[src/rtl/core/sac_pkg.sv]
// ----------------------------------------------------------------------------
// Sentence auto-capitalizer package
// Shared types, key codes and sizes for the capitalizer core and its stages.
// ----------------------------------------------------------------------------
package sac_pkg;

	localparam int HIST_DEPTH = 6;
	localparam int CNT_W      = $clog2(HIST_DEPTH + 1);

	typedef enum logic [2:0] {
		PH_INIT   = 3'd0,
		PH_WORD   = 3'd1,
		PH_ABBR   = 3'd2,
		PH_END    = 3'd3,
		PH_PRIMED = 3'd4
	} phase_t;

	localparam logic        OP_KEY    = 1'b0;
	localparam logic        OP_TOGGLE = 1'b1;

	localparam logic [15:0] TIMEOUT_RESET = 16'd5000;
	localparam logic [15:0] KEY_PAGE      = 16'h0007;
	localparam logic [7:0]  SHIFT_BITS    = 8'h22;

	localparam logic [7:0]  KC_A         = 8'h04;
	localparam logic [7:0]  KC_Z         = 8'h1D;
	localparam logic [7:0]  KC_1         = 8'h1E;
	localparam logic [7:0]  KC_0         = 8'h27;
	localparam logic [7:0]  KC_BKSP      = 8'h2A;
	localparam logic [7:0]  KC_SPACE     = 8'h2C;
	localparam logic [7:0]  KC_APOS      = 8'h34;
	localparam logic [7:0]  KC_DOT       = 8'h37;
	localparam logic [7:0]  KC_SLASH     = 8'h38;
	localparam logic [7:0]  KC_MOD_FIRST = 8'hE0;
	localparam logic [7:0]  KC_MOD_LAST  = 8'hE7;
	localparam logic [7:0]  KC_LSHIFT    = 8'hE1;
	localparam logic [7:0]  KC_RSHIFT    = 8'hE5;

	typedef struct packed {
		logic        op;
		logic        pressed;
		logic [15:0] hid_page;
		logic [7:0]  key_code;
		logic [31:0] time_ms;
		logic [7:0]  implicit_mods;
		logic [7:0]  explicit_mods;
	} evt_t;

	typedef struct packed {
		logic       add_shift;
		logic       mask_shift_set;
		logic       mask_shift_clear;
		logic       armed;
		logic       disarmed;
		logic       notify;
		logic [2:0] phase;
	} res_t;

endpackage

[src/rtl/core/sac_in_stage.sv]
// ----------------------------------------------------------------------------
// Sentence auto-capitalizer input stage
// Registers one key event and holds it until the core can take it.
// ----------------------------------------------------------------------------
module sac_in_stage (
	input  logic          clk,
	input  logic          arst_n,
	input  logic          in_valid,
	output logic          in_stall,
	input  sac_pkg::evt_t evt_in,
	input  logic          adv,
	output logic          valid_s1,
	output sac_pkg::evt_t evt_s1
);

	logic take;

	assign in_stall = valid_s1 & ~adv;
	assign take     = in_valid & ~in_stall;

	always_ff @(posedge clk or negedge arst_n) begin
		if (!arst_n) begin
			valid_s1 <= 1'b0;
		end else if (take) begin
			valid_s1 <= 1'b1;
		end else if (adv) begin
			valid_s1 <= 1'b0;
		end
	end

	always_ff @(posedge clk) begin
		if (take) begin
			evt_s1 <= evt_in;
		end
	end

endmodule

[src/rtl/core/sac_core.sv]
// ----------------------------------------------------------------------------
// Sentence auto-capitalizer core
// Holds the sentence state and computes one event's update and result.
// ----------------------------------------------------------------------------
module sac_core (
	input  logic          clk,
	input  logic          arst_n,
	input  logic          cfg_wr_en,
	input  logic [15:0]   cfg_wr_data,
	input  logic          go,
	input  sac_pkg::evt_t e,
	output sac_pkg::res_t res
);

	logic                       en_q, en_d;
	sac_pkg::phase_t            ph_q, ph_d;
	logic                       opt_q, opt_d;
	logic [sac_pkg::CNT_W-1:0]  cnt_q, cnt_d;
	sac_pkg::phase_t            hist_q [sac_pkg::HIST_DEPTH];
	sac_pkg::phase_t            hist_d [sac_pkg::HIST_DEPTH];
	logic                       mact_q, mact_d;
	logic [15:0]                mpage_q, mpage_d;
	logic [7:0]                 mcode_q, mcode_d;
	logic [31:0]                last_q, last_d;
	logic                       parm_q, parm_d;
	logic                       popt_q, popt_d;
	logic [15:0]                tmo_q;

	logic [7:0]                 mods;
	logic                       kp, shifted, is_alpha, is_ending, is_digit, is_mod;
	logic [31:0]                gap;
	logic                       tmo_hit;
	sac_pkg::phase_t            ph_a;
	logic                       opt_a, pa_a, po_a;
	logic [sac_pkg::CNT_W-1:0]  cnt_a;
	logic                       known;
	sac_pkg::phase_t            nxt;
	logic                       call2, opt_b, arm_b, note;
	sac_pkg::phase_t            ph_b;
	logic                       add, mset, mclr;

	assign mods      = e.implicit_mods | e.explicit_mods;
	assign kp        = e.hid_page == sac_pkg::KEY_PAGE;
	assign shifted   = (mods & sac_pkg::SHIFT_BITS) != 8'd0;
	assign is_alpha  = e.key_code >= sac_pkg::KC_A && e.key_code <= sac_pkg::KC_Z;
	assign is_digit  = e.key_code >= sac_pkg::KC_1 && e.key_code <= sac_pkg::KC_0;
	assign is_mod    = e.key_code >= sac_pkg::KC_MOD_FIRST && e.key_code <= sac_pkg::KC_MOD_LAST;
	assign is_ending = (e.key_code == sac_pkg::KC_DOT && !shifted) ||
	                   (e.key_code == sac_pkg::KC_SLASH && shifted) ||
	                   (e.key_code == sac_pkg::KC_1 && shifted);

	// An idle gap beyond the timeout clears the phase before the key is applied.
	assign gap     = e.time_ms - last_q;
	assign tmo_hit = (last_q != 32'd0) && (gap > {16'd0, tmo_q});
	assign ph_a    = tmo_hit ? sac_pkg::PH_INIT : ph_q;
	assign opt_a   = tmo_hit ? 1'b0 : opt_q;
	assign cnt_a   = tmo_hit ? '0 : cnt_q;
	assign pa_a    = tmo_hit ? 1'b0 : parm_q;
	assign po_a    = tmo_hit ? 1'b0 : popt_q;

	always_comb begin
		known = 1'b1;
		nxt   = sac_pkg::PH_INIT;
		if (kp && e.key_code == sac_pkg::KC_APOS) begin
			nxt = ph_a;
		end else if (kp && is_alpha) begin
			nxt = (ph_a == sac_pkg::PH_END || ph_a == sac_pkg::PH_ABBR) ?
			      sac_pkg::PH_ABBR : sac_pkg::PH_WORD;
		end else if (kp && e.key_code == sac_pkg::KC_SPACE) begin
			nxt = (ph_a == sac_pkg::PH_END || ph_a == sac_pkg::PH_PRIMED) ?
			      sac_pkg::PH_PRIMED : sac_pkg::PH_INIT;
		end else if (kp && is_ending) begin
			nxt = (ph_a == sac_pkg::PH_WORD || ph_a == sac_pkg::PH_END) ?
			      sac_pkg::PH_END : sac_pkg::PH_ABBR;
		end else if (kp && is_digit) begin
			nxt = sac_pkg::PH_WORD;
		end else begin
			known = 1'b0;
		end
	end

	always_comb begin
		en_d    = en_q;
		ph_d    = ph_q;
		opt_d   = opt_q;
		cnt_d   = cnt_q;
		hist_d  = hist_q;
		mact_d  = mact_q;
		mpage_d = mpage_q;
		mcode_d = mcode_q;
		last_d  = last_q;
		parm_d  = parm_q;
		popt_d  = popt_q;
		add     = 1'b0;
		mset    = 1'b0;
		mclr    = 1'b0;
		note    = 1'b0;
		call2   = 1'b0;
		ph_b    = ph_a;
		opt_b   = opt_a;
		arm_b   = 1'b0;
		case (e.op)
			sac_pkg::OP_TOGGLE: begin
				en_d   = ~en_q;
				ph_d   = sac_pkg::PH_INIT;
				opt_d  = 1'b0;
				cnt_d  = '0;
				last_d = 32'd0;
				note   = parm_q | popt_q;
				parm_d = 1'b0;
				popt_d = 1'b0;
			end
			default: begin
				if (en_q && !e.pressed) begin
					if (mact_q && e.hid_page == mpage_q && e.key_code == mcode_q) begin
						mact_d = 1'b0;
						mclr   = 1'b1;
					end
				end else if (en_q) begin
					last_d = e.time_ms;
					cnt_d  = cnt_a;
					if (kp && is_mod) begin
						if (ph_a == sac_pkg::PH_PRIMED &&
						    (e.key_code == sac_pkg::KC_LSHIFT ||
						     e.key_code == sac_pkg::KC_RSHIFT)) begin
							opt_b = 1'b1;
							call2 = 1'b1;
						end
					end else if (kp && e.key_code == sac_pkg::KC_BKSP) begin
						call2 = 1'b1;
						if (cnt_a == '0) begin
							ph_b = sac_pkg::PH_INIT;
						end else begin
							ph_b = hist_q[0];
							for (int i = 0; i < sac_pkg::HIST_DEPTH - 1; i++) begin
								hist_d[i] = hist_q[i + 1];
							end
							cnt_d = cnt_a - sac_pkg::CNT_W'(1);
						end
					end else if ((mods & ~sac_pkg::SHIFT_BITS) != 8'd0 || !known) begin
						call2 = 1'b1;
						ph_b  = sac_pkg::PH_INIT;
						cnt_d = '0;
					end else begin
						if (kp && is_alpha && ph_a == sac_pkg::PH_PRIMED) begin
							if (opt_a && shifted) begin
								mset    = 1'b1;
								mact_d  = 1'b1;
								mpage_d = e.hid_page;
								mcode_d = e.key_code;
							end else if (!opt_a && !shifted) begin
								add = 1'b1;
							end
						end
						if (cnt_a < sac_pkg::CNT_W'(sac_pkg::HIST_DEPTH)) begin
							cnt_d = cnt_a + sac_pkg::CNT_W'(1);
						end
						for (int i = 1; i < sac_pkg::HIST_DEPTH; i++) begin
							hist_d[i] = hist_q[i - 1];
						end
						hist_d[0] = ph_a;
						call2     = 1'b1;
						ph_b      = nxt;
					end
					// The disarm flag only lives while the machine is primed.
					if (ph_b != sac_pkg::PH_PRIMED) begin
						opt_b = 1'b0;
					end
					arm_b  = ph_b == sac_pkg::PH_PRIMED && !opt_b;
					ph_d   = ph_b;
					opt_d  = opt_b;
					note   = (tmo_hit && (parm_q || popt_q)) ||
					         (call2 && (arm_b != pa_a || opt_b != po_a));
					parm_d = call2 ? arm_b : pa_a;
					popt_d = call2 ? opt_b : po_a;
				end
			end
		endcase
	end

	assign res.add_shift        = add;
	assign res.mask_shift_set   = mset;
	assign res.mask_shift_clear = mclr;
	assign res.armed            = en_d && ph_d == sac_pkg::PH_PRIMED && !opt_d;
	assign res.disarmed         = opt_d;
	assign res.notify           = note;
	assign res.phase            = ph_d;

	always_ff @(posedge clk or negedge arst_n) begin
		if (!arst_n) begin
			tmo_q <= sac_pkg::TIMEOUT_RESET;
		end else if (cfg_wr_en) begin
			tmo_q <= cfg_wr_data;
		end
	end

	always_ff @(posedge clk or negedge arst_n) begin
		if (!arst_n) begin
			en_q    <= 1'b1;
			ph_q    <= sac_pkg::PH_INIT;
			opt_q   <= 1'b0;
			cnt_q   <= '0;
			mact_q  <= 1'b0;
			mpage_q <= 16'd0;
			mcode_q <= 8'd0;
			last_q  <= 32'd0;
			parm_q  <= 1'b0;
			popt_q  <= 1'b0;
		end else if (go) begin
			en_q    <= en_d;
			ph_q    <= ph_d;
			opt_q   <= opt_d;
			cnt_q   <= cnt_d;
			mact_q  <= mact_d;
			mpage_q <= mpage_d;
			mcode_q <= mcode_d;
			last_q  <= last_d;
			parm_q  <= parm_d;
			popt_q  <= popt_d;
		end
	end

	always_ff @(posedge clk) begin
		if (go) begin
			hist_q <= hist_d;
		end
	end

endmodule

[src/rtl/core/sac_out_stage.sv]
// ----------------------------------------------------------------------------
// Sentence auto-capitalizer output stage
// Result register that holds one result until the receiver takes it.
// ----------------------------------------------------------------------------
module sac_out_stage (
	input  logic          clk,
	input  logic          arst_n,
	input  logic          valid_s1,
	input  sac_pkg::res_t res_in,
	output logic          adv,
	output logic          out_valid,
	input  logic          out_stall,
	output sac_pkg::res_t res_q
);

	assign adv = valid_s1 & (~out_valid | ~out_stall);

	always_ff @(posedge clk or negedge arst_n) begin
		if (!arst_n) begin
			out_valid <= 1'b0;
		end else if (adv) begin
			out_valid <= 1'b1;
		end else if (!out_stall) begin
			out_valid <= 1'b0;
		end
	end

	always_ff @(posedge clk) begin
		if (adv) begin
			res_q <= res_in;
		end
	end

endmodule

[src/rtl/core/sentence_auto_capitalizer_top.sv]
// ----------------------------------------------------------------------------
// Sentence auto-capitalizer top level
// Keyboard event filter that decides when to capitalize the next letter.
// ----------------------------------------------------------------------------
// The block accepts one keyboard event per clock cycle while the output is not
// stalled, and returns exactly one result per event after the event has passed
// through the input register and then the result register. The rate of one
// event per cycle is set by the combinational update of the sentence state
// (phase, undo history, disarm flag, shift mask and timestamp), which the core
// commits as each event moves from the input register to the result register.
// The timeout register is written through cfg_wr_en and cfg_wr_data
// and should only be changed while no event is in flight.
module sentence_auto_capitalizer_top (
	input  logic        clk,
	input  logic        arst_n,
	input  logic        cfg_wr_en,
	input  logic [15:0] cfg_wr_data,
	input  logic        in_valid,
	output logic        in_stall,
	input  logic        op,
	input  logic        pressed,
	input  logic [15:0] hid_page,
	input  logic [7:0]  key_code,
	input  logic [31:0] time_ms,
	input  logic [7:0]  implicit_mods,
	input  logic [7:0]  explicit_mods,
	output logic        out_valid,
	input  logic        out_stall,
	output logic        add_shift,
	output logic        mask_shift_set,
	output logic        mask_shift_clear,
	output logic        armed,
	output logic        disarmed,
	output logic        notify,
	output logic [2:0]  phase
);

	sac_pkg::evt_t evt_in, evt_s1;
	sac_pkg::res_t res_d, res_q;
	logic          valid_s1, adv;

	// Gather the event fields into one word for the input register.
	assign evt_in.op            = op;
	assign evt_in.pressed       = pressed;
	assign evt_in.hid_page      = hid_page;
	assign evt_in.key_code      = key_code;
	assign evt_in.time_ms       = time_ms;
	assign evt_in.implicit_mods = implicit_mods;
	assign evt_in.explicit_mods = explicit_mods;

	sac_in_stage u_in (
		.clk      (clk),
		.arst_n   (arst_n),
		.in_valid (in_valid),
		.in_stall (in_stall),
		.evt_in   (evt_in),
		.adv      (adv),
		.valid_s1 (valid_s1),
		.evt_s1   (evt_s1)
	);

	// The core commits its state exactly when the event moves into the
	// result register, so a stalled output freezes the sentence state too.
	sac_core u_core (
		.clk         (clk),
		.arst_n      (arst_n),
		.cfg_wr_en   (cfg_wr_en),
		.cfg_wr_data (cfg_wr_data),
		.go          (adv),
		.e           (evt_s1),
		.res         (res_d)
	);

	sac_out_stage u_out (
		.clk       (clk),
		.arst_n    (arst_n),
		.valid_s1  (valid_s1),
		.res_in    (res_d),
		.adv       (adv),
		.out_valid (out_valid),
		.out_stall (out_stall),
		.res_q     (res_q)
	);

	assign add_shift        = res_q.add_shift;
	assign mask_shift_set   = res_q.mask_shift_set;
	assign mask_shift_clear = res_q.mask_shift_clear;
	assign armed            = res_q.armed;
	assign disarmed         = res_q.disarmed;
	assign notify           = res_q.notify;
	assign phase            = res_q.phase;

endmodule

[config.mk]
export PLATFORM = sky130hd
export DESIGN_NAME = sentence_auto_capitalizer_top
export DESIGN_NICKNAME = d
export VERILOG_FILES = /design/src/rtl/core/sac_pkg.sv /design/src/rtl/core/sac_in_stage.sv /design/src/rtl/core/sac_core.sv /design/src/rtl/core/sac_out_stage.sv /design/src/rtl/core/sentence_auto_capitalizer_top.sv
export SDC_FILE = /design/constraint.sdc
export NUM_CORES = 1
export LEC_CHECK = 0
export BUFFER_PORTS_ARGS = -buffer_cell sky130_fd_sc_hd__buf_2
export CORE_MARGIN = 4
export CORE_UTILIZATION = 45
export CTS_CLUSTER_DIAMETER = 40
export CTS_CLUSTER_SIZE = 14
export DETAILED_ROUTE_END_ITERATION = 7
export PLACE_DENSITY = 0.73
export SYNTH_ARGS = -nofsm -noshare
export SYNTH_HDL_FRONTEND = slang
export SYNTH_HIERARCHICAL = 1
export SYNTH_SLANG_ARGS = --single-unit
export TNS_END_PERCENT = 5
[constraint.sdc]
create_clock -name clk -period 6.52 [get_ports clk]
set_clock_uncertainty 0.2 [all_clocks]
set_input_delay 0.326 -clock clk [delete_from_list [all_inputs] [get_ports clk]]
set_output_delay 0.326 -clock clk [all_outputs]
set_load 0.02 [all_outputs]
==> results.json, run 1 <==
{
  "status": "finished, final reports clean",
  "max_freq_ghz": 0.162,
  "layout_commonest_cell": "buf_2",
  "grt.overflow.total": 0,
  "ant_nets": 0,
  "dr_wl_met2_um": 12300,
  "hold_viol": 0,
  "insertion_delay_ns": 0.43,
  "cp-end-kind": "flop",
  "synthArstFlopShare": 0.457,
  "area_delta_synth_final_pct": 23.1,
  "ctsHtreeMaxLevel": 4,
  "hp-class": "in2async",
  "relSlewSlack": 0.373,
  "dpl-instance-area_um2": 10900,
  "max_stage_delay_ns": 0.42,
  "synth-seq-cells": 186,
  "postSynthCellCount": 932,
  "grt_max_degree": 75,
  "die_height_um": 158,
  "post_synth.cell_area_avg_um2": 10.9,
  "fin_crit_sh": 0.946,
  "drive_gt1_frac": 0.185,
  "antenna_found_initial": 2,
  "drc": 0,
  "peakVddDrop_v": 0.000176,
  "tns_ns": 0,
  "p_int_mw": 2.47,
  "fp.dieW_um": 158,
  "vias": 7993,
  "drt_iter0_drc": 853,
  "rsz0062_at_grt": "false",
  "cap_violations": 0,
  "grt_pass1_wl_um": 40400,
  "dp_cells": 1281,
  "cp-start-kind": "flop",
  "yosys_warnings": 6,
  "cts_num_sinks": 186,
  "regArea_um2": 5170,
  "ys.flop_type": "edfxtp_1",
  "synth_edf_count": 101,
  "clk_pin_slew_ns": 0.07,
  "postLayoutCellArea_um2": 12500,
  "cts_buffers": 17,
  "clkPwrFrac": 0.257,
  "synth_fp_nets": 1080,
  "dp_slack_ns": 0.0782,
  "p_switching_mw": 1.39,
  "cp_slowest_cell": "a311o_1",
  "power.density_nw_per_um2": 308,
  "sw_frac_of_total": 0.360,
  "critical-path-top-delay-family": "compound AO/OA/AOI/OAI gates",
  "place.gp.congestion": 0.907,
  "dieArea_um2": 25100,
  "yosysSeqAreaShare": 0.508,
  "grt_usage": 0.201,
  "path_class": "reg2reg",
  "stdcell_count": 1412,
  "final_util": 0.569,
  "port_buffers": 105,
  "top_layer_used": "met4",
  "setup_viol": 0,
  "ios": 106,
  "holdWs_ns": 0.134,
  "drv_slew": 0,
  "clock_path_buffers": 2,
  "drtPass1Iterations": 6,
  "grt_pass1_vias": 7947,
  "path_common_cell": "ha_1",
  "cellLeakagePower_nw": 5.16,
  "rows": 54,
  "wl_per_cell_um": 17.6,
  "fillCellCount": 1821,
  "most-common-layout-cells": "104 x buf_2, 101 x edfxtp_1, 93 x dlygate4sd3_1",
  "cts_root_buf": "clkbuf_16",
  "dp_hpwl_um": 17100,
  "viasPerCell": 5.66,
  "multi_input_area_um2": 4610,
  "cp_num_buf_inv": 1,
  "wl_um": 24800,
  "power_frac_comb": 0.357,
  "setup_slack_ns": 0.351,
  "core_um2": 22000,
  "critPathMaxFanout": 9,
  "syn_area_um2": 10200,
  "worst_pin_slew_ns": 0.941,
  "required_ns": 6.48,
  "min_period_ns": 6.17,
  "yosysUniqueCellTypes": 90,
  "cp.arrival_ns": 6.13,
  "m1WireLength_um": 10800,
  "initial_core_util": 0.462,
  "cts_tree": "yes",
  "wl_met3_um": 1200,
  "finalPower_mw": 3.86,
  "nets": 1265,
  "seq_power_share": 0.387
}
Yosys cell counts (3+ instances only):
cell       number  share of area
o21a_1         12         0.0089
dfrtp_1        79           0.19
o21ai_1         5         0.0025
o22ai_1         8         0.0049
clkbuf_1       30          0.011
nor2_1         34          0.013
xnor2_1        21          0.018
o211ai_1       10         0.0074
a41oi_1         4         0.0034
dfstp_2         6          0.015
nor4b_1         3         0.0026
a31o_2          5         0.0043
mux2_2          8         0.0089
a21o_1         14          0.010
and2_1         22          0.014
edfxtp_1      101           0.30
xor2_1         26          0.022
a31oi_1         7         0.0043
buf_4           7         0.0052
a2111oi_0       3         0.0026
a22o_1         49          0.042
a21oi_1        41          0.020
nand4b_1        4         0.0034
or4_1           3         0.0022
o21ai_0        40          0.020
o2111ai_1       4         0.0034
or2_2           3         0.0018
nor3b_1         3         0.0022
buf_2           9         0.0044
nor3_1         12         0.0059
or3_1           6         0.0037
nor4_1         26          0.016
and3_1          3         0.0018
nor2b_1        10         0.0061
nand2b_1       12         0.0074
nand2_1        73          0.027
inv_1          69          0.025
nand4_1        22          0.014
nand3_1        18         0.0089
a211oi_1        5         0.0037
ha_1           52          0.064
power groups by stage:
stage	Clock, mW	Combinational (mW)	Sequential [mW]
detailed placement	0	1.27	1.51
floorplan	0	0.973	1.47
CTS	1.01	1.33	1.49
global placement	0	1.25	1.51
global route	1.07	1.52	1.51
finish	0.990	1.37	1.49
cell families (layout without fill, tap and decap cells):
| kind of cell | Yosys count | after routing | synth area share |
|---|---|---|---|
| other | 0 | 2 | 0 |
| and+or+nand+nor | 272 | 272 | 0.148 |
| adders and majority gates | 53 | 53 | 0.0659 |
| AOI/OAI and AO/OA | 248 | 248 | 0.181 |
| muxes | 10 | 10 | 0.0108 |
| buffers and inverters | 116 | 314 | 0.0465 |
| xor gates and xnor gates | 47 | 47 | 0.0404 |
| DFF | 186 | 186 | 0.508 |
layout make-up:
| class | count | share of cell area |
|---|---|---|
| clock buffers | 19 | 0.0346 |
| multi-input cells | 630 | 0.368 |
| clock inverters | 13 | 0.0105 |
| inverters | 69 | 0.0207 |
| repair buffers | 213 | 0.125 |
| well taps | 280 | 0.0280 |
| diodes | 2 | 0.000400 |
| flip-flops and latches | 186 | 0.413 |
repair_timing:
item | 4_1_cts | 5_1_grt
buffers inserted | 0 | 4
setup endpoints to repair | 1 | 27
pin swaps | 0 | 7
gates resized for setup | 1 | 13
endpoints found under the hold margin | 116 | 0
hold buffers | 93 | 0
state kept, by name, indices dropped and copies added, names as in the netlist, 3 cells and up:
register,cells
u_core/mpage_q,16
u_core/ph_q,3
u_core/tmo_q,16
u_core/cnt_q,3
u_core/hist_q,18
u_core/last_q,32
u_out/res_q,9
u_core/mcode_q,8
u_in/evt_s1,74
worst paths after layout:
kind / from / to / slack (ns) / depth (start not counted)
worst max register to register: u_in/evt_s1[16] / u_out/res_q[5] / 0.35 / 26
max in group asynchronous: arst_n / u_core/last_q[26] / 4.88 / 3
min in group clk: cfg_wr_en / u_core/tmo_q[3] / 0.13 / 3
worst min register to register: u_core/hist_q[3] / u_core/hist_q[0] / 0.28 / 0
worst min-delay path: arst_n / u_core/tmo_q[1] / 0.13 / 2
worst max-delay path: u_in/evt_s1[16] / u_out/res_q[5] / 0.35 / 26
layer usage:
metal,GRT usage,up-vias
met1,0.263,3829
met3,0.0383,44
met5,0,-
li1,-,3829
met2,0.342,291
met4,0.0605,0
Note: power is estimated with default switching activity, not from simulation.
==> inputs of run 2 (changes only) <==
REMOVE_ABC_BUFFERS = 1   (was not set)
==> run 2 against run 1 <==
  * Sequential power about the same
  * Final area decreased by 0.12%
  * Count of clock-buffer cells in the layout increased by 1
  * First-iteration DRC count down 16%
  * Critical endpoint unchanged
  * Combinational power is essentially flat
  * Largest cell class unchanged
  * Maximum frequency rose by 1.0%
  * Cell count down 0.50%
  * Global-route usage shrank 0.14 points
  * Non-clock buffer count down 5
  * Sequential share of layout area barely moved
  * Via count increased by 0.83%
  * Hold slack got worse by 0.0028 ns
==> results.json, run 2 (synthesis gave the netlist of run 1 again) <==
{
  "rr_endpoint": "u_out/res_q[5]",
  "drtPass1Iterations": 5,
  "cts_buffers": 17,
  "ff2ff_setup_slack_ns": 0.41,
  "p_switching_mw": 1.39,
  "tns_ns": 0,
  "n_antenna_cell": 0,
  "die_height_um": 158,
  "grt_pass1_wl_um": 40100,
  "largestRegisters": "u_in/evt_s1 (74), u_core/last_q (32), u_core/hist_q (18)",
  "insertion_delay_ns": 0.44,
  "dp_hpwl_um": 16700,
  "grt.overflow.total": 0,
  "antenna_found_initial": 0,
  "cp-start-kind": "flop",
  "viasPerCell": 5.74,
  "place.gp.congestion": 0.887,
  "grt_pass1_vias": 8077,
  "fillCellCount": 1833,
  "most-common-layout-cells": "104 x buf_2, 101 x edfxtp_1, 93 x dlygate4sd3_1",
  "hp-class": "in2reg",
  "p_int_mw": 2.51,
  "layout_commonest_cell": "buf_2",
  "cts_root_buf": "clkbuf_16",
  "power.density_nw_per_um2": 311,
  "vias": 8059,
  "crit_path_end": "u_out/res_q[5]",
  "clkPwrFrac": 0.271,
  "cp-end-kind": "flop",
  "wl_per_cell_um": 17.7,
  "met1_usage": 0.267,
  "hold_viol": 0,
  "r2r_cells": 26,
  "startpoint": "u_in/evt_s1[23]",
  "min_period_ns": 6.11,
  "clock_path_buffers": 2,
  "critPathMaxFanout": 6,
  "peakVddDrop_v": 0.000167,
  "busiest_layer": "met2",
  "initial_core_util": 0.462,
  "cellLeakagePower_nw": 5.17,
  "largest_reg_flops": 74,
  "wl_um": 24900,
  "path_class": "reg2reg",
  "drv_slew": 0,
  "grt_max_degree": 75,
  "use_met2": 0.329,
  "cts_tree": "yes",
  "largest_register": "u_in/evt_s1",
  "met3_usage": 0.0416,
  "r2r-start": "u_in/evt_s1[23]",
  "stdcell_count": 1405,
  "grt_usage": 0.200,
  "core_um2": 22000,
  "required_ns": 6.51,
  "ctsHtreeMaxLevel": 4,
  "cp.arrival_ns": 6.09,
  "dpl-instance-area_um2": 10900,
  "seq_power_share": 0.382,
  "rsz0062_at_grt": "false",
  "fin_crit_sh": 0.937,
  "dp_cells": 1280,
  "dieArea_um2": 25100,
  "cts_num_sinks": 186,
  "postLayoutCellArea_um2": 12500,
  "status": "finished, final reports clean",
  "drc": 0,
  "sw_frac_of_total": 0.357,
  "clk_pin_slew_ns": 0.07,
  "area_delta_synth_final_pct": 22.9,
  "worst_pin_slew_ns": 1.02,
  "port_buffers": 105,
  "final_util": 0.568,
  "ant_nets": 0,
  "worst_hold_startpoint": "cfg_wr_en",
  "cap_violations": 0,
  "rows": 54,
  "setup_viol": 0,
  "max_freq_ghz": 0.164,
  "ios": 106,
  "power_frac_comb": 0.347,
  "drt_iter0_drc": 720,
  "drive_gt1_frac": 0.180,
  "relSlewSlack": 0.317,
  "fp.dieW_um": 158,
  "nets": 1260
}
-- run 2: worst min-delay path by stage --
stage / cells after the start / endpoint / slack, ns
floorplan: 0 / u_core/cnt_q[0] / -0.17
global placement: 1 / u_core/tmo_q[15] / 0.1
detailed placement: 1 / u_core/tmo_q[14] / 0.10
CTS: 3 / u_core/tmo_q[12] / 0.11
global route: 3 / u_core/tmo_q[3] / 0.16
finish: 3 / u_core/tmo_q[12] / 0.13
-- run 2: power by group through the flow --
stage	sequential [mW]	combinational [mW]	clock, mW
6_report	1.49	1.35	1.06
3_3_place_gp	1.51	1.25	0
2_1_floorplan	1.48	0.942	0
5_1_grt	1.50	1.50	1.13
3_5_place_dp	1.51	1.27	0
4_1_cts	1.49	1.32	1.08
-- run 2: metrics by stage --
step	worst slack, ns	hold slack [ns]	power (mW)
6_report	0.413	0.131	3.90
5_1_grt	0.0159	0.162	4.13
4_1_cts	0.0142	0.115	3.89
3_5_place_dp	0.0890	0.103	2.77
3_3_place_gp	0.195	0.0990	2.76
2_1_floorplan	0.693	-0.170	2.43
-- run 2: what timing repair did --
action                                  CTS  global route
buffers inserted                          0             0
gates resized for setup                   0            10
hold endpoints to repair                121             0
hold buffers                             93             0
endpoints found under the setup margin    0            27
-- run 2: metal layers --
metal / up-vias / part of all wire
met1: 3916 / 0.44
met4: 0 / 0.016
li1: 3838 / -
met3: 33 / 0.057
met2: 272 / 0.48
met5: - / 0
-- run 2: cell type report --
class / count / area (um2) / area share
Clock buffer: 20 / 468 / 0.0374
Clock inverter: 12 / 145 / 0.0116
Inverter: 69 / 259 / 0.0207
Multi-Input combinational cell: 630 / 4590 / 0.367
Sequential cell: 186 / 5170 / 0.413
Tap cell: 280 / 350 / 0.0280
Timing Repair Buffer: 208 / 1530 / 0.123
-- run 2: critical path, cell delays in order (launching register included) --
cell and delay (ns):
edfxtp_1 0.42, ha_1 0.41, a21oi_1 0.24, nand2_1 0.12, o21ai_1 0.27, nand2_1 0.13
a21o_1 0.19, a21oi_1 0.17, xnor2_1 0.14, ha_1 0.24, and4_1 0.16, nand3_1 0.12
a211oi_1 0.07, nor4_2 0.33, o221ai_1 0.18, nor4_1 0.29, o2111a_2 0.27, a21o_2 0.19
nand2_1 0.10, ha_1 0.23, ha_1 0.24, nor2b_4 0.20, a22o_4 0.15, a31oi_1 0.06
a311o_1 0.38, o41ai_2 0.26, nor4b_1 0.09
==> inputs of run 3 (changes only) <==
ABC_AREA = 1   (was not set)
PLACE_DENSITY = 0.72   (was 0.73)
REMOVE_ABC_BUFFERS = not set   (was 1)
==> run 3 against run 2 <==
  * Global-route usage up 0.91 points
  * Setup slack better by 0.39 ns
  * Cell count is 34% higher
  * Maximum frequency grew 6.8%
  * Utilization decreased by 0.70 points
  * Via count is 13% higher
  * Sequential share of layout area down 2.1 points
  * Hold slack lost 0.012 ns
  * Sequential power decreased by 3%
==> results.json, run 3 <==
{
  "grt_pass1_vias": 9090,
  "yosys.cell_count.top_type": "nand2_1",
  "p_switching_mw": 1.53,
  "ys.flop_type": "edfxtp_1",
  "viasPerCell": 4.85,
  "clock_path_buffers": 2,
  "synth_fp_nets": 1503,
  "postLayoutCellArea_um2": 13200,
  "cts_num_sinks": 186,
  "largest_register": "u_in/evt_s1",
  "yosysUniqueCellTypes": 50,
  "most-common-layout-cells": "424 x nand2_1, 275 x inv_1, 104 x buf_2",
  "drtPass1Iterations": 6,
  "drt_iter0_drc": 840,
  "antenna_found_initial": 0,
  "worst_pin_slew_ns": 1.06,
  "dieArea_um2": 26400,
  "cap_violations": 0,
  "insertion_delay_ns": 0.44,
  "path_common_cell": "nand2_1",
  "syn_area_um2": 10800,
  "synth_top_area_cell": "edfxtp_1",
  "r2r-start": "u_in/evt_s1[16]",
  "area_delta_synth_final_pct": 22.4,
  "drv_slew": 0,
  "grt.overflow.total": 0,
  "fp.dieW_um": 163,
  "relSlewSlack": 0.295,
  "rsz0062_at_grt": "false",
  "hp-class": "in2reg",
  "wl_per_cell_um": 14.3,
  "power_frac_comb": 0.368,
  "wl_um": 27100,
  "largest_reg_flops": 74,
  "path_class": "reg2reg",
  "grt_max_degree": 59,
  "drive_gt1_frac": 0.123,
  "hold_viol": 0,
  "max_stage_delay_ns": 0.42,
  "rows": 56,
  "required_ns": 6.51,
  "fin_crit_sh": 0.877,
  "core_um2": 23500,
  "cts_buffers": 17,
  "cp-start-kind": "flop",
  "cp-end-kind": "flop",
  "postSynthCellCount": 1355,
  "critPathMaxFanout": 9,
  "yosysSeqAreaShare": 0.480,
  "setup_viol": 0,
  "tns_ns": 0,
  "dp_slack_ns": 0.913,
  "finalPower_mw": 3.95,
  "largestRegisters": "u_in/evt_s1 (74), u_core/last_q (32), u_core/hist_q (18)",
  "worst_hold_startpoint": "cfg_wr_en",
  "nets": 1703,
  "place.gp.congestion": 0.938,
  "fillCellCount": 2075,
  "multi_input_area_um2": 4400,
  "power.density_nw_per_um2": 300,
  "die_height_um": 163,
  "regArea_um2": 5170,
  "clkPwrFrac": 0.268,
  "vias": 9144,
  "cts_tree": "yes",
  "yosys-top-cells-area": "edfxtp_1 28%, dfrtp_1 18%, nand2_1 15%",
  "peakVddDrop_v": 0.000182,
  "p_int_mw": 2.42,
  "post_synth.cell_area_avg_um2": 7.94,
  "seq_power_share": 0.364,
  "yosys_warnings": 6,
  "grt_usage": 0.209,
  "ant_nets": 0,
  "port_buffers": 105,
  "min_period_ns": 5.72,
  "synth_top_area_share": 0.282,
  "initial_core_util": 0.458,
  "cellLeakagePower_nw": 6.70,
  "drc": 0,
  "cp.arrival_ns": 5.70,
  "clk_pin_slew_ns": 0.08,
  "sw_frac_of_total": 0.388,
  "synth_edf_count": 101,
  "cts_root_buf": "clkbuf_16",
  "grt_pass1_wl_um": 44600,
  "dp_hpwl_um": 19600,
  "status": "finished, final reports clean",
  "max_freq_ghz": 0.175,
  "ctsHtreeMaxLevel": 4,
  "n_antenna_cell": 0,
  "ys_top_cells_by_count": "424 x nand2_1, 275 x inv_1, 101 x edfxtp_1",
  "startpoint": "u_in/evt_s1[16]",
  "ios": 106,
  "dpl-instance-area_um2": 11600,
  "synthArstFlopShare": 0.457,
  "cp_slowest_cell": "fa_1",
  "final_util": 0.561,
  "layout_commonest_cell": "nand2_1",
  "synth-seq-cells": 186,
  "setup_slack_ns": 0.804
}
[run 3: cell families after synthesis]
| kind of cell | count (synthesis) | share of synthesized area |
|---|---|---|
| xor gates and xnor gates | 30 | 0.0244 |
| DFF | 186 | 0.480 |
| buffers and inverters | 313 | 0.112 |
| muxes | 1 | 0.00105 |
| adders and majority gates | 53 | 0.0623 |
| AOI/OAI and AO/OA | 139 | 0.0721 |
| and+or+nand+nor | 633 | 0.248 |
[run 3: what timing repair did]
item / in CTS / in global routing
hold buffers: 93 / 0
resized for setup: 0 / 0
endpoints found under the hold margin: 120 / 0
buffers inserted: 0 / 0
[run 3: layout make-up]
class,instances,share of cell area
timing repair buffer,202,0.113
tap,319,0.0303
inverter,292,0.0834
clock inverter,15,0.0144
sequential,186,0.392
clock buffer,17,0.0323
multi-input combinational,856,0.334
[run 3: power by group through the flow]
stage	clock network [mW]	registers (mW)	logic (mW)
floorplan	0	1.45	1.01
global route	1.14	1.45	1.66
detailed placement	0	1.46	1.39
finish	1.06	1.44	1.45
CTS	1.09	1.44	1.45
global placement	0	1.46	1.38
[run 3: per-layer routing]
metal,up-vias,GRT usage,part of all wire
li1,4655,-,-
met2,266,0.355,0.48
met5,-,0,0
met1,4192,0.279,0.45
met3,31,0.0354,0.049
met4,0,0.0557,0.021
[run 3: final timing paths]
check	endpoint	slack, ns	cells past startpoint
max	u_out/res_q[3]	0.80	44
min	u_core/tmo_q[9]	0.12	3
max reg2reg	u_out/res_q[3]	0.80	44
min reg2reg	u_core/hist_q[1]	0.26	0
max in group asynchronous	u_core/ph_q[0]	4.88	3
min in group asynchronous	u_core/tmo_q[2]	0.15	2
[run 3: metrics by stage]
step                      hold slack [ns]  cells
after detailed placement           0.0820   1762
after floorplan                    -0.170   1355
final                               0.120   1887
after global routing                0.172   1887
after CTS                           0.109   1887
after global placement             0.0809   1762
[run 3: worst max-delay path: cells and delay by family (launching register included)]
family / cells / cell delay (ns)
flops: 1 / 0.33
compound gates: 1 / 0.16
fa+ha+maj: 5 / 1.34
simple gates: 30 / 2.75
xor+xnor: 1 / 0.10
buf+inv: 7 / 0.59
